--- src/hw/rtl/rbec_pkg.sv ---
`default_nettype none
// ---------------------------------------------------------------------------
// rbec_pkg
// Shared constants and types for the ray box entry clip block.
// ---------------------------------------------------------------------------
package rbec_pkg;

    localparam int CoordBits = 32;
    localparam int DirBits   = 16;
    localparam int DirFrac   = 14;
    localparam int PathBits  = 40;
    localparam int EpsBits   = 16;
    // dividend |face - r| << 14 is at most 33 + 14 bits
    localparam int NumBits   = CoordBits + 1 + DirFrac;
    localparam int MagBits   = DirBits;
    localparam int DivCntBits = $clog2(NumBits + 1);
    localparam int CfgIdxBits = 3;
    localparam int InDataBits  = 3 * CoordBits + 3 * DirBits;
    localparam int OutDataBits = CoordBits + PathBits + 3 * CoordBits;

    localparam logic [CfgIdxBits-1:0] RegXMin = 3'd0;
    localparam logic [CfgIdxBits-1:0] RegXMax = 3'd1;
    localparam logic [CfgIdxBits-1:0] RegYMin = 3'd2;
    localparam logic [CfgIdxBits-1:0] RegYMax = 3'd3;
    localparam logic [CfgIdxBits-1:0] RegZMin = 3'd4;
    localparam logic [CfgIdxBits-1:0] RegZMax = 3'd5;
    localparam logic [CfgIdxBits-1:0] RegEps  = 3'd6;

    typedef enum logic [3:0] {
        ST_IDLE,
        ST_CHECK,
        ST_DIV,
        ST_SEG,
        ST_ADV0,
        ST_ADV1,
        ST_FACE,
        ST_FINAL,
        ST_OUT
    } state_t;

endpackage
`default_nettype wire

--- src/hw/rtl/ray_box_entry_clip.sv ---
`default_nettype none
// ---------------------------------------------------------------------------
// ray_box_entry_clip
// Clips a ray origin onto the entry side of a config-held box, axis by axis,
// reporting each traveled segment and a final position or outside verdict.
// ---------------------------------------------------------------------------
//  channel  | dir | contents
//  s_axis   | in  | tuser new_path, tdata origin and direction
//  m_axis   | out | tuser is_final/outside/sat_flag, tlast last, tdata lengths, pos
//  cfg      | in  | register writes, index 0..6
//
//  per clipped axis the ray goes through a 47-step restoring divider (one
//  quotient bit a cycle), then the two advance multiplies and the face
//  update; each result waits in the output register until taken.
//  s_axis_tready is high only while idle. reset clears control state, box
//  faces to +-65536, inset to 1 and the path total to zero.
module ray_box_entry_clip (
    input  wire logic aclk,
    input  wire logic aresetn,
    input  wire logic s_axis_tvalid,
    output logic      s_axis_tready,
    // org_x, org_y, org_z, dir_x, dir_y, dir_z
    input  wire logic [rbec_pkg::InDataBits-1:0] s_axis_tdata,
    // new_path
    input  wire logic s_axis_tuser,
    output logic      m_axis_tvalid,
    input  wire logic m_axis_tready,
    // seg_len, path_len, pos_x, pos_y, pos_z
    output logic [rbec_pkg::OutDataBits-1:0] m_axis_tdata,
    // is_final, outside, sat_flag
    output logic [2:0] m_axis_tuser,
    output logic       m_axis_tlast,
    input  wire logic  cfg_we,
    input  wire logic [rbec_pkg::CfgIdxBits-1:0] cfg_index,
    input  wire logic [rbec_pkg::CoordBits-1:0]  cfg_wdata
);
    import rbec_pkg::*;

    localparam int AdvBits  = DirBits + CoordBits - DirFrac + 1;
    localparam int WideBits = CoordBits + 3;

    localparam logic signed [CoordBits-1:0] CMax = {1'b0, {(CoordBits-1){1'b1}}};
    localparam logic signed [CoordBits-1:0] CMin = {1'b1, {(CoordBits-1){1'b0}}};
    localparam logic signed [WideBits-1:0] WideMax =
        {{(WideBits-CoordBits+1){1'b0}}, {(CoordBits-1){1'b1}}};
    localparam logic signed [WideBits-1:0] WideMin =
        {{(WideBits-CoordBits+1){1'b1}}, {(CoordBits-1){1'b0}}};
    localparam logic [PathBits-1:0] PMax = {PathBits{1'b1}};

    logic signed [CoordBits-1:0] face_reg [6];
    logic [EpsBits-1:0] eps_reg;
    logic [PathBits-1:0] path_reg, path_next;

    state_t state_reg, state_next;
    logic signed [CoordBits-1:0] r_reg [3];
    logic signed [CoordBits-1:0] r_next [3];
    logic signed [DirBits-1:0] k_reg [3];
    logic [1:0] axis_reg, axis_next;
    logic upper_reg, upper_next;
    logic signed [CoordBits-1:0] fsel_reg, fsel_next;
    logic anysat_reg, anysat_next;
    logic dsat_reg, dsat_next;
    logic [CoordBits-1:0] d_reg, d_next;
    logic [NumBits-1:0] num_reg, num_next;
    logic [NumBits-1:0] quo_reg, quo_next;
    logic [MagBits-1:0] rem_reg, rem_next;
    logic [MagBits-1:0] km_reg, km_next;
    logic [DivCntBits-1:0] cnt_reg, cnt_next;
    logic [1:0] adv_reg, adv_next;

    logic ov_reg, ov_next;
    logic [CoordBits-1:0] o_seg_reg, o_seg_next;
    logic [PathBits-1:0] o_path_reg, o_path_next;
    logic [CoordBits-1:0] o_pos_reg [3];
    logic [CoordBits-1:0] o_pos_next [3];
    logic [2:0] o_user_reg, o_user_next;
    logic o_last_reg, o_last_next;

    // shared signals
    logic signed [CoordBits-1:0] cur_r, lo_f, hi_f;
    logic signed [DirBits-1:0] cur_k;
    logic signed [CoordBits:0] diff;
    logic [CoordBits:0] diff_mag;
    logic [MagBits:0] rem_sh;
    logic [MagBits:0] rem_diff;
    logic [1:0] oth;
    logic signed [DirBits-1:0] ak;
    logic [DirBits-1:0] akm;
    logic [DirBits+CoordBits-1:0] prod;
    logic [AdvBits-1:0] adv_mag;
    logic signed [WideBits-1:0] r_wide, adv_wide, f_wide, e_wide;
    logic signed [WideBits-1:0] adv_sum;
    logic signed [WideBits-1:0] face_sum;
    logic [PathBits:0] psum;

    function automatic logic [1:0] other_axis(input logic [1:0] a, input logic [1:0] i);
        logic [1:0] res;
        res = 2'd0;
        case (a)
            2'd0:    res = (i == 2'd0) ? 2'd1 : 2'd2;
            2'd1:    res = (i == 2'd0) ? 2'd0 : 2'd2;
            default: res = (i == 2'd0) ? 2'd0 : 2'd1;
        endcase
        return res;
    endfunction

    assign s_axis_tready = aresetn && (state_reg == ST_IDLE);
    assign m_axis_tvalid = ov_reg;
    assign m_axis_tdata  = {o_pos_reg[2], o_pos_reg[1], o_pos_reg[0], o_path_reg, o_seg_reg};
    assign m_axis_tuser  = o_user_reg;
    assign m_axis_tlast  = o_last_reg;

    always_ff @(posedge aclk) begin
        if (!aresetn) begin
            face_reg[0] <= -32'sd65536;
            face_reg[1] <= 32'sd65536;
            face_reg[2] <= -32'sd65536;
            face_reg[3] <= 32'sd65536;
            face_reg[4] <= -32'sd65536;
            face_reg[5] <= 32'sd65536;
            eps_reg <= 16'd1;
        end else if (cfg_we) begin
            case (cfg_index)
                RegXMin: face_reg[0] <= cfg_wdata;
                RegXMax: face_reg[1] <= cfg_wdata;
                RegYMin: face_reg[2] <= cfg_wdata;
                RegYMax: face_reg[3] <= cfg_wdata;
                RegZMin: face_reg[4] <= cfg_wdata;
                RegZMax: face_reg[5] <= cfg_wdata;
                RegEps:  eps_reg <= cfg_wdata[EpsBits-1:0];
                default: ;
            endcase
        end
    end

    always_ff @(posedge aclk) begin
        if (!aresetn) begin
            state_reg <= ST_IDLE;
            ov_reg <= 1'b0;
            path_reg <= '0;
        end else begin
            state_reg <= state_next;
            ov_reg <= ov_next;
            path_reg <= path_next;
        end
    end

    always_ff @(posedge aclk) begin
        if (s_axis_tvalid && s_axis_tready) begin
            k_reg[0] <= s_axis_tdata[3*CoordBits +: DirBits];
            k_reg[1] <= s_axis_tdata[3*CoordBits+DirBits +: DirBits];
            k_reg[2] <= s_axis_tdata[3*CoordBits+2*DirBits +: DirBits];
        end
        for (int i = 0; i < 3; i++) begin
            r_reg[i] <= r_next[i];
            o_pos_reg[i] <= o_pos_next[i];
        end
        axis_reg <= axis_next;
        upper_reg <= upper_next;
        fsel_reg <= fsel_next;
        anysat_reg <= anysat_next;
        dsat_reg <= dsat_next;
        d_reg <= d_next;
        num_reg <= num_next;
        quo_reg <= quo_next;
        rem_reg <= rem_next;
        km_reg <= km_next;
        cnt_reg <= cnt_next;
        adv_reg <= adv_next;
        o_seg_reg <= o_seg_next;
        o_path_reg <= o_path_next;
        o_user_reg <= o_user_next;
        o_last_reg <= o_last_next;
    end

    always_comb begin
        state_next = state_reg;
        for (int i = 0; i < 3; i++) begin
            r_next[i] = r_reg[i];
            o_pos_next[i] = o_pos_reg[i];
        end
        axis_next = axis_reg;
        upper_next = upper_reg;
        fsel_next = fsel_reg;
        anysat_next = anysat_reg;
        dsat_next = dsat_reg;
        d_next = d_reg;
        num_next = num_reg;
        quo_next = quo_reg;
        rem_next = rem_reg;
        km_next = km_reg;
        cnt_next = cnt_reg;
        adv_next = adv_reg;
        ov_next = ov_reg;
        path_next = path_reg;
        o_seg_next = o_seg_reg;
        o_path_next = o_path_reg;
        o_user_next = o_user_reg;
        o_last_next = o_last_reg;

        if (m_axis_tready) ov_next = 1'b0;

        cur_r = r_reg[axis_reg];
        cur_k = k_reg[axis_reg];
        lo_f = face_reg[{axis_reg, 1'b0}];
        hi_f = face_reg[{axis_reg, 1'b1}];
        diff = (cur_r <= lo_f) ? ({lo_f[CoordBits-1], lo_f} - {cur_r[CoordBits-1], cur_r})
                               : ({cur_r[CoordBits-1], cur_r} - {hi_f[CoordBits-1], hi_f});
        diff_mag = diff;
        rem_sh = {rem_reg, num_reg[NumBits-1]};
        rem_diff = rem_sh - {1'b0, km_reg};
        oth = other_axis(axis_reg, adv_reg);
        ak = k_reg[oth];
        akm = ak[DirBits-1] ? (~ak + 1'b1) : ak;
        prod = akm * d_reg;
        adv_mag = AdvBits'(ak[DirBits-1]
            ? (({1'b0, prod} + ((DirBits+CoordBits+1)'(1) << DirFrac) - 1'b1) >> DirFrac)
            : ({1'b0, prod} >> DirFrac));
        r_wide = {{(WideBits-CoordBits){r_reg[oth][CoordBits-1]}}, r_reg[oth]};
        adv_wide = WideBits'(adv_mag);
        adv_sum = ak[DirBits-1] ? (r_wide - adv_wide) : (r_wide + adv_wide);
        f_wide = {{(WideBits-CoordBits){fsel_reg[CoordBits-1]}}, fsel_reg};
        e_wide = {{(WideBits-EpsBits){1'b0}}, eps_reg};
        face_sum = upper_reg ? (f_wide - e_wide) : (f_wide + e_wide);
        psum = {1'b0, path_reg} + (PathBits+1)'(d_reg);

        case (state_reg)
            ST_IDLE: begin
                if (s_axis_tvalid) begin
                    if (s_axis_tuser) path_next = '0;
                    for (int i = 0; i < 3; i++)
                        r_next[i] = s_axis_tdata[i*CoordBits +: CoordBits];
                    axis_next = 2'd0;
                    anysat_next = 1'b0;
                    state_next = ST_CHECK;
                end
            end
            ST_CHECK: begin
                if (axis_reg == 2'd3) begin
                    state_next = ST_FINAL;
                end else if (cur_r <= lo_f || cur_r >= hi_f) begin
                    upper_next = !(cur_r <= lo_f);
                    fsel_next = (cur_r <= lo_f) ? lo_f : hi_f;
                    if ((cur_r <= lo_f && cur_k <= 0) || (!(cur_r <= lo_f) && cur_k >= 0)) begin
                        state_next = ST_OUT;
                    end else begin
                        num_next = {diff_mag[CoordBits:0], {DirFrac{1'b0}}};
                        km_next = cur_k[DirBits-1] ? (~cur_k + 1'b1) : cur_k;
                        rem_next = '0;
                        quo_next = '0;
                        cnt_next = '0;
                        state_next = ST_DIV;
                    end
                end else begin
                    axis_next = axis_reg + 2'd1;
                end
            end
            ST_DIV: begin
                // restoring divide, one quotient bit a cycle
                num_next = num_reg << 1;
                if (rem_sh >= {1'b0, km_reg}) begin
                    rem_next = rem_diff[MagBits-1:0];
                    quo_next = {quo_reg[NumBits-2:0], 1'b1};
                end else begin
                    rem_next = rem_sh[MagBits-1:0];
                    quo_next = {quo_reg[NumBits-2:0], 1'b0};
                end
                cnt_next = cnt_reg + 1'b1;
                if (cnt_reg == DivCntBits'(NumBits - 1)) state_next = ST_SEG;
            end
            ST_SEG: begin
                if (|quo_reg[NumBits-1:CoordBits]) begin
                    d_next = {CoordBits{1'b1}};
                    dsat_next = 1'b1;
                end else begin
                    d_next = quo_reg[CoordBits-1:0];
                    dsat_next = 1'b0;
                end
                adv_next = 2'd0;
                state_next = ST_ADV0;
            end
            ST_ADV0: begin
                if (adv_reg == 2'd0 && d_reg != '0) begin
                    // emit the segment record before the advance
                    if (!ov_reg || m_axis_tready) begin
                        if (psum[PathBits]) begin
                            path_next = PMax;
                            dsat_next = 1'b1;
                        end else begin
                            path_next = psum[PathBits-1:0];
                        end
                        o_seg_next = d_reg;
                        o_path_next = psum[PathBits] ? PMax : psum[PathBits-1:0];
                        for (int i = 0; i < 3; i++) o_pos_next[i] = '0;
                        o_user_next = {psum[PathBits] | dsat_reg, 1'b0, 1'b0};
                        o_last_next = 1'b0;
                        ov_next = 1'b1;
                        if (dsat_reg || psum[PathBits]) anysat_next = 1'b1;
                        state_next = ST_ADV1;
                    end
                end else begin
                    if (dsat_reg) anysat_next = 1'b1;
                    state_next = ST_ADV1;
                end
            end
            ST_ADV1: begin
                if (adv_sum > WideMax) begin
                    r_next[oth] = CMax;
                    anysat_next = 1'b1;
                end else if (adv_sum < WideMin) begin
                    r_next[oth] = CMin;
                    anysat_next = 1'b1;
                end else begin
                    r_next[oth] = adv_sum[CoordBits-1:0];
                end
                adv_next = adv_reg + 2'd1;
                if (adv_reg == 2'd1) state_next = ST_FACE;
            end
            ST_FACE: begin
                if (face_sum > WideMax) begin
                    r_next[axis_reg] = CMax;
                    anysat_next = 1'b1;
                end else if (face_sum < WideMin) begin
                    r_next[axis_reg] = CMin;
                    anysat_next = 1'b1;
                end else begin
                    r_next[axis_reg] = face_sum[CoordBits-1:0];
                end
                axis_next = axis_reg + 2'd1;
                state_next = ST_CHECK;
            end
            ST_FINAL, ST_OUT: begin
                if (!ov_reg || m_axis_tready) begin
                    o_seg_next = '0;
                    o_path_next = path_reg;
                    for (int i = 0; i < 3; i++)
                        o_pos_next[i] = (state_reg == ST_FINAL) ? r_reg[i] : '0;
                    o_user_next = {anysat_reg, state_reg == ST_OUT, 1'b1};
                    o_last_next = 1'b1;
                    ov_next = 1'b1;
                    state_next = ST_IDLE;
                end
            end
            default: state_next = ST_IDLE;
        endcase
    end

endmodule
`default_nettype wire
--- config.mk ---
export PLATFORM = sky130hd
export DESIGN_NAME = ray_box_entry_clip
export DESIGN_NICKNAME = d
export VERILOG_FILES = /design/src/hw/rtl/rbec_pkg.sv /design/src/hw/rtl/ray_box_entry_clip.sv
export SDC_FILE = /design/constraint.sdc
export NUM_CORES = 2
export LEC_CHECK = 0
export BUFFER_PORTS_ARGS = -buffer_cell sky130_fd_sc_hd__buf_2
export CORE_MARGIN = 3
export CORE_UTILIZATION = 45
export CTS_BUF_LIST = sky130_fd_sc_hd__clkbuf_8
export DETAILED_ROUTE_END_ITERATION = 7
export HOLD_SLACK_MARGIN = 0.03
export PLACE_DENSITY = 0.63
export SLEW_MARGIN = 20
export SYNTH_ARGS = -nofsm -noshare
export SYNTH_HDL_FRONTEND = slang
export SYNTH_SLANG_ARGS = --single-unit
--- constraint.sdc ---
create_clock -name aclk -period 15.25 [get_ports aclk]
set_input_delay 2.2875 -clock aclk [delete_from_list [all_inputs] [get_ports aclk]]
set_output_delay 2.2875 -clock aclk [all_outputs]
set_load 0.01 [all_outputs]
==> summary.txt <==
Yosys
  – Cell area after synthesis: 62550 sq um
  – Synthesized area divided by synthesized cell count: 9.597 sq um
  – Predominant post-synthesis flop cell: sky130_fd_sc_hd__edfxtp_1
  – Number of synthesized flops with an enable pin: 696
  – Async SR Flop Fraction: 0%
  – Yosys warning count: 0
  – Most area-consuming cells after synthesis: sky130_fd_sc_hd__edfxtp_1 (33%), sky130_fd_sc_hd__fa_1 (14%), sky130_fd_sc_hd__ha_1 (6.3%)
  – Number of distinct library cell variants in the gate-level netlist after synthesis: 99
  – Nets in the synthesized netlist: 7441
  – Sequential-to-total area share from yosys stat: 35.43%
  – Cell taking the most area after synthesis: sky130_fd_sc_hd__edfxtp_1
  – Fraction of post-synthesis cell area in the top cell type by area: 33.41%
  – Gate Count Post-Synth: 6518
  – Register bit total from synthesis: 759

Final layout
  – Most frequent cells in the layout: sky130_fd_sc_hd__nand2_1 (818), sky130_fd_sc_hd__edfxtp_1 (696), sky130_fd_sc_hd__inv_1 (637)
  – Largest register FFs: 192
  – Combined area of the multi-input logic cells: 37170 sq um
  – Post-layout instance count excluding filler cells: 8706
  – Fill cell instance count of the final layout: 12880
  – Net count, final: 7709
  – Leading cell type in the layout, fill and taps excluded: sky130_fd_sc_hd__nand2_1
  – Fraction of layout cells with a size suffix above 1: 12.40%
  – Layout-stage area growth over the synthesis result: 11.17%
  – Storage cell area: 22170 sq um

Status
  – Run status: complete, but fails checks
  – Violated checks: design-rule violations

Floorplanning
  – Top-level port count: 359
  – Core footprint: 137800 sq um
  – Floorplan die area: 143500 sq um
  – Effective utilization at floorplan: 45.38%
  – Die boundary width: 378.8 microns
  – FP Rows: 136
  – Height of the die: 378.8 microns

Route
  – WL/cell: 24.05 microns
  – Via density: 5.809
  – Remaining number of nets flagged by the antenna check after routing: 0
  – Number of remaining DRC errors: 18
  – Count of routing violations after the opening detailed-route iteration: 5559
  – Sum of routed wire length over all layers: 209400 microns
  – Number of iterations in the first detailed-routing pass: 8
  – Number of vias after detailed routing: 50570

Critical path
  – Kind of end point of the critical path: flip-flop
  – CP Data Arrival Time: 15.08 ns
  – Max stage delay on crit path: 0.55 ns
  – Depth of the worst register-to-register path: 54
  – Startpoint of the lowest-slack register-to-register path: axis_reg[1]$_DFFE_PP_
  – Maximum fanout along the worst path: 32
  – Internal reg-to-reg setup slack: 0.78 ns
  – R2R Path End: r_reg[0][24]$_DFFE_PP_
  – CP startpoint kind: flip-flop
  – Highest-delay cell along the critical path: sky130_fd_sc_hd__fa_1
  – Most prevalent standard cell on the critical path: sky130_fd_sc_hd__fa_1
  – Type of the worst setup path: reg2reg
  – WP data required: 15.86 ns

Timing
  – Max-slew violation total from the final report: 0
  – Highest clock frequency the design can meet: 0.06909 GHz
  – Part of the cycle the worst path needs: 94.92%
  – Setup ws final: 0.7753 ns
  – Tightest Pin Transition: 1.206 ns
  – Hold WS: 0.4883 ns
  – Setup-failing EPs final: 0
  – Largest clock skew in the final design: 0.05539 ns
  – Post-layout minimum cycle time: 14.47 ns
  – Final hold viol count: 0
  – Final total negative setup slack: 0 ns
  – Worst max-slew margin expressed relative to the limit: 19.62%

CTS
  – Number of sinks driven by the clock tree: 759
  – Clock buffer count from CTS: 139
  – Cts-stage hold buffer count: 0
  – Clock root buffer master: sky130_fd_sc_hd__clkbuf_8
  – H-Tree Depth: 4
  – Clock latency of the later-clocked register in the worst-skew pair: 0.91 ns
  – CTS Buffer Depth: 3
  – Clock-pin slew on the worst setup and hold paths: 0.06 ns
  – CTS tree: done

Worst hold path
  – Launch point of the worst hold path: eps_reg[10]$_SDFFE_PN0P_
  – Class of the most critical hold timing path: reg2reg
  – Number of cells traversed by the worst hold path: 2
  – WHS Endpoint: eps_reg[10]$_SDFFE_PN0P_

Global routing
  – Antenna violations before repair: 14
  – First-pass GRT wire length: 311300 microns
  – GR Overflow Total: 0
  – Maximum number of pins on one net before global-route repair: 162
  – Global router's overall resource usage: 28.84%
  – Number of global-route vias before repair: 49080

Place
  – RD Place Congestion: 0.9865
  – Detailed placement HPWL: 157400 microns
  – Buffers added on ports: 358
  – Number of placed cells counting well taps: 8436
  – Minimum setup slack after placement: 0.08027 ns

Run
  – Max-capacitance violation count: 0
==> metal layers <==
metal | GRT usage (%) | vias to the layer above | share of wire [%]
li1 | - | 23060 | -
met1 | 41.12 | 24790 | 43
met2 | 43.99 | 2362 | 44
met3 | 5.909 | 356 | 9.6
met4 | 9.213 | 8 | 3.0
met5 | 0 | - | 0.028
==> cells by family after synthesis <==
family / synth area share, %
buf+inv: 5.922
simple gates: 18.18
xor+xnor: 3.582
compound gates: 13.94
mux: 2.992
fa+ha+maj: 19.96
flops: 35.43
==> layout make-up <==
| type | instances | share of cell area, % |
|---|---|---|
| multi-input combinational | 4799 | 53.45 |
| sequential | 759 | 31.88 |
| clock inverter | 113 | 1.189 |
| inverter | 600 | 3.238 |
| timing repair buffer | 487 | 4.129 |
| clock buffer | 144 | 2.850 |
| tap | 1794 | 3.228 |
| antenna | 10 | 0.03598 |
==> worst max-delay path, delay by kind of cell (launching register included) <==
kind	cells	cell delay [ns]
compound gates	14	3.26
xor+xnor	3	0.74
fa+ha+maj	10	4.30
buf+inv	11	2.12
flops	1	0.44
mux	2	0.50
simple gates	14	2.82
==> stage by stage <==
stage | area (sq um) | util [%]
floorplan | 62560 | -
global placement | 66480 | 48.23
detailed placement | 66490 | 48.24
CTS | 69300 | 50.28
global route | 69530 | 50.44
finish | 69540 | 50.46
==> Yosys cell counts (all sizes together) (54+ instances only) <==
library cell,count
fa,424
dfxtp,63
nor2,390
nand2b,121
edfxtp,696
and2,499
o211ai,104
a21oi,314
o21a,74
o21ai,309
nand3,75
a31oi,54
xor2,85
buf,67
clkbuf,293
xnor2,167
or2,57
ha,314
a21o,90
nor3,73
mux2i,169
nand2,820
nor2b,77
a222oi,84
or3,58
inv,599
==> worst max path at each step <==
| stage | to | startpoint |
|---|---|---|
| after floorplan | r_reg[1][10]$_DFFE_PP_ | axis_reg[0]$_DFFE_PP_ |
| after global placement | r_reg[0][24]$_DFFE_PP_ | axis_reg[0]$_DFFE_PP_ |
| after detailed placement | r_reg[0][7]$_DFFE_PP_ | axis_reg[0]$_DFFE_PP_ |
| after CTS | r_reg[0][18]$_DFFE_PP_ | axis_reg[0]$_DFFE_PP_ |
| after global routing | r_reg[2][4]$_DFFE_PP_ | axis_reg[1]$_DFFE_PP_ |
| final | r_reg[0][24]$_DFFE_PP_ | axis_reg[1]$_DFFE_PP_ |
==> timing repair <==
item	4_1_cts	5_1_grt
buffers inserted	0	1
gates resized for setup	0	41
endpoints found under the setup margin	0	97
Power is left out: the tool's default activity adds up to more than one toggle a clock period on the data nets, which glitch-free logic cannot reach.
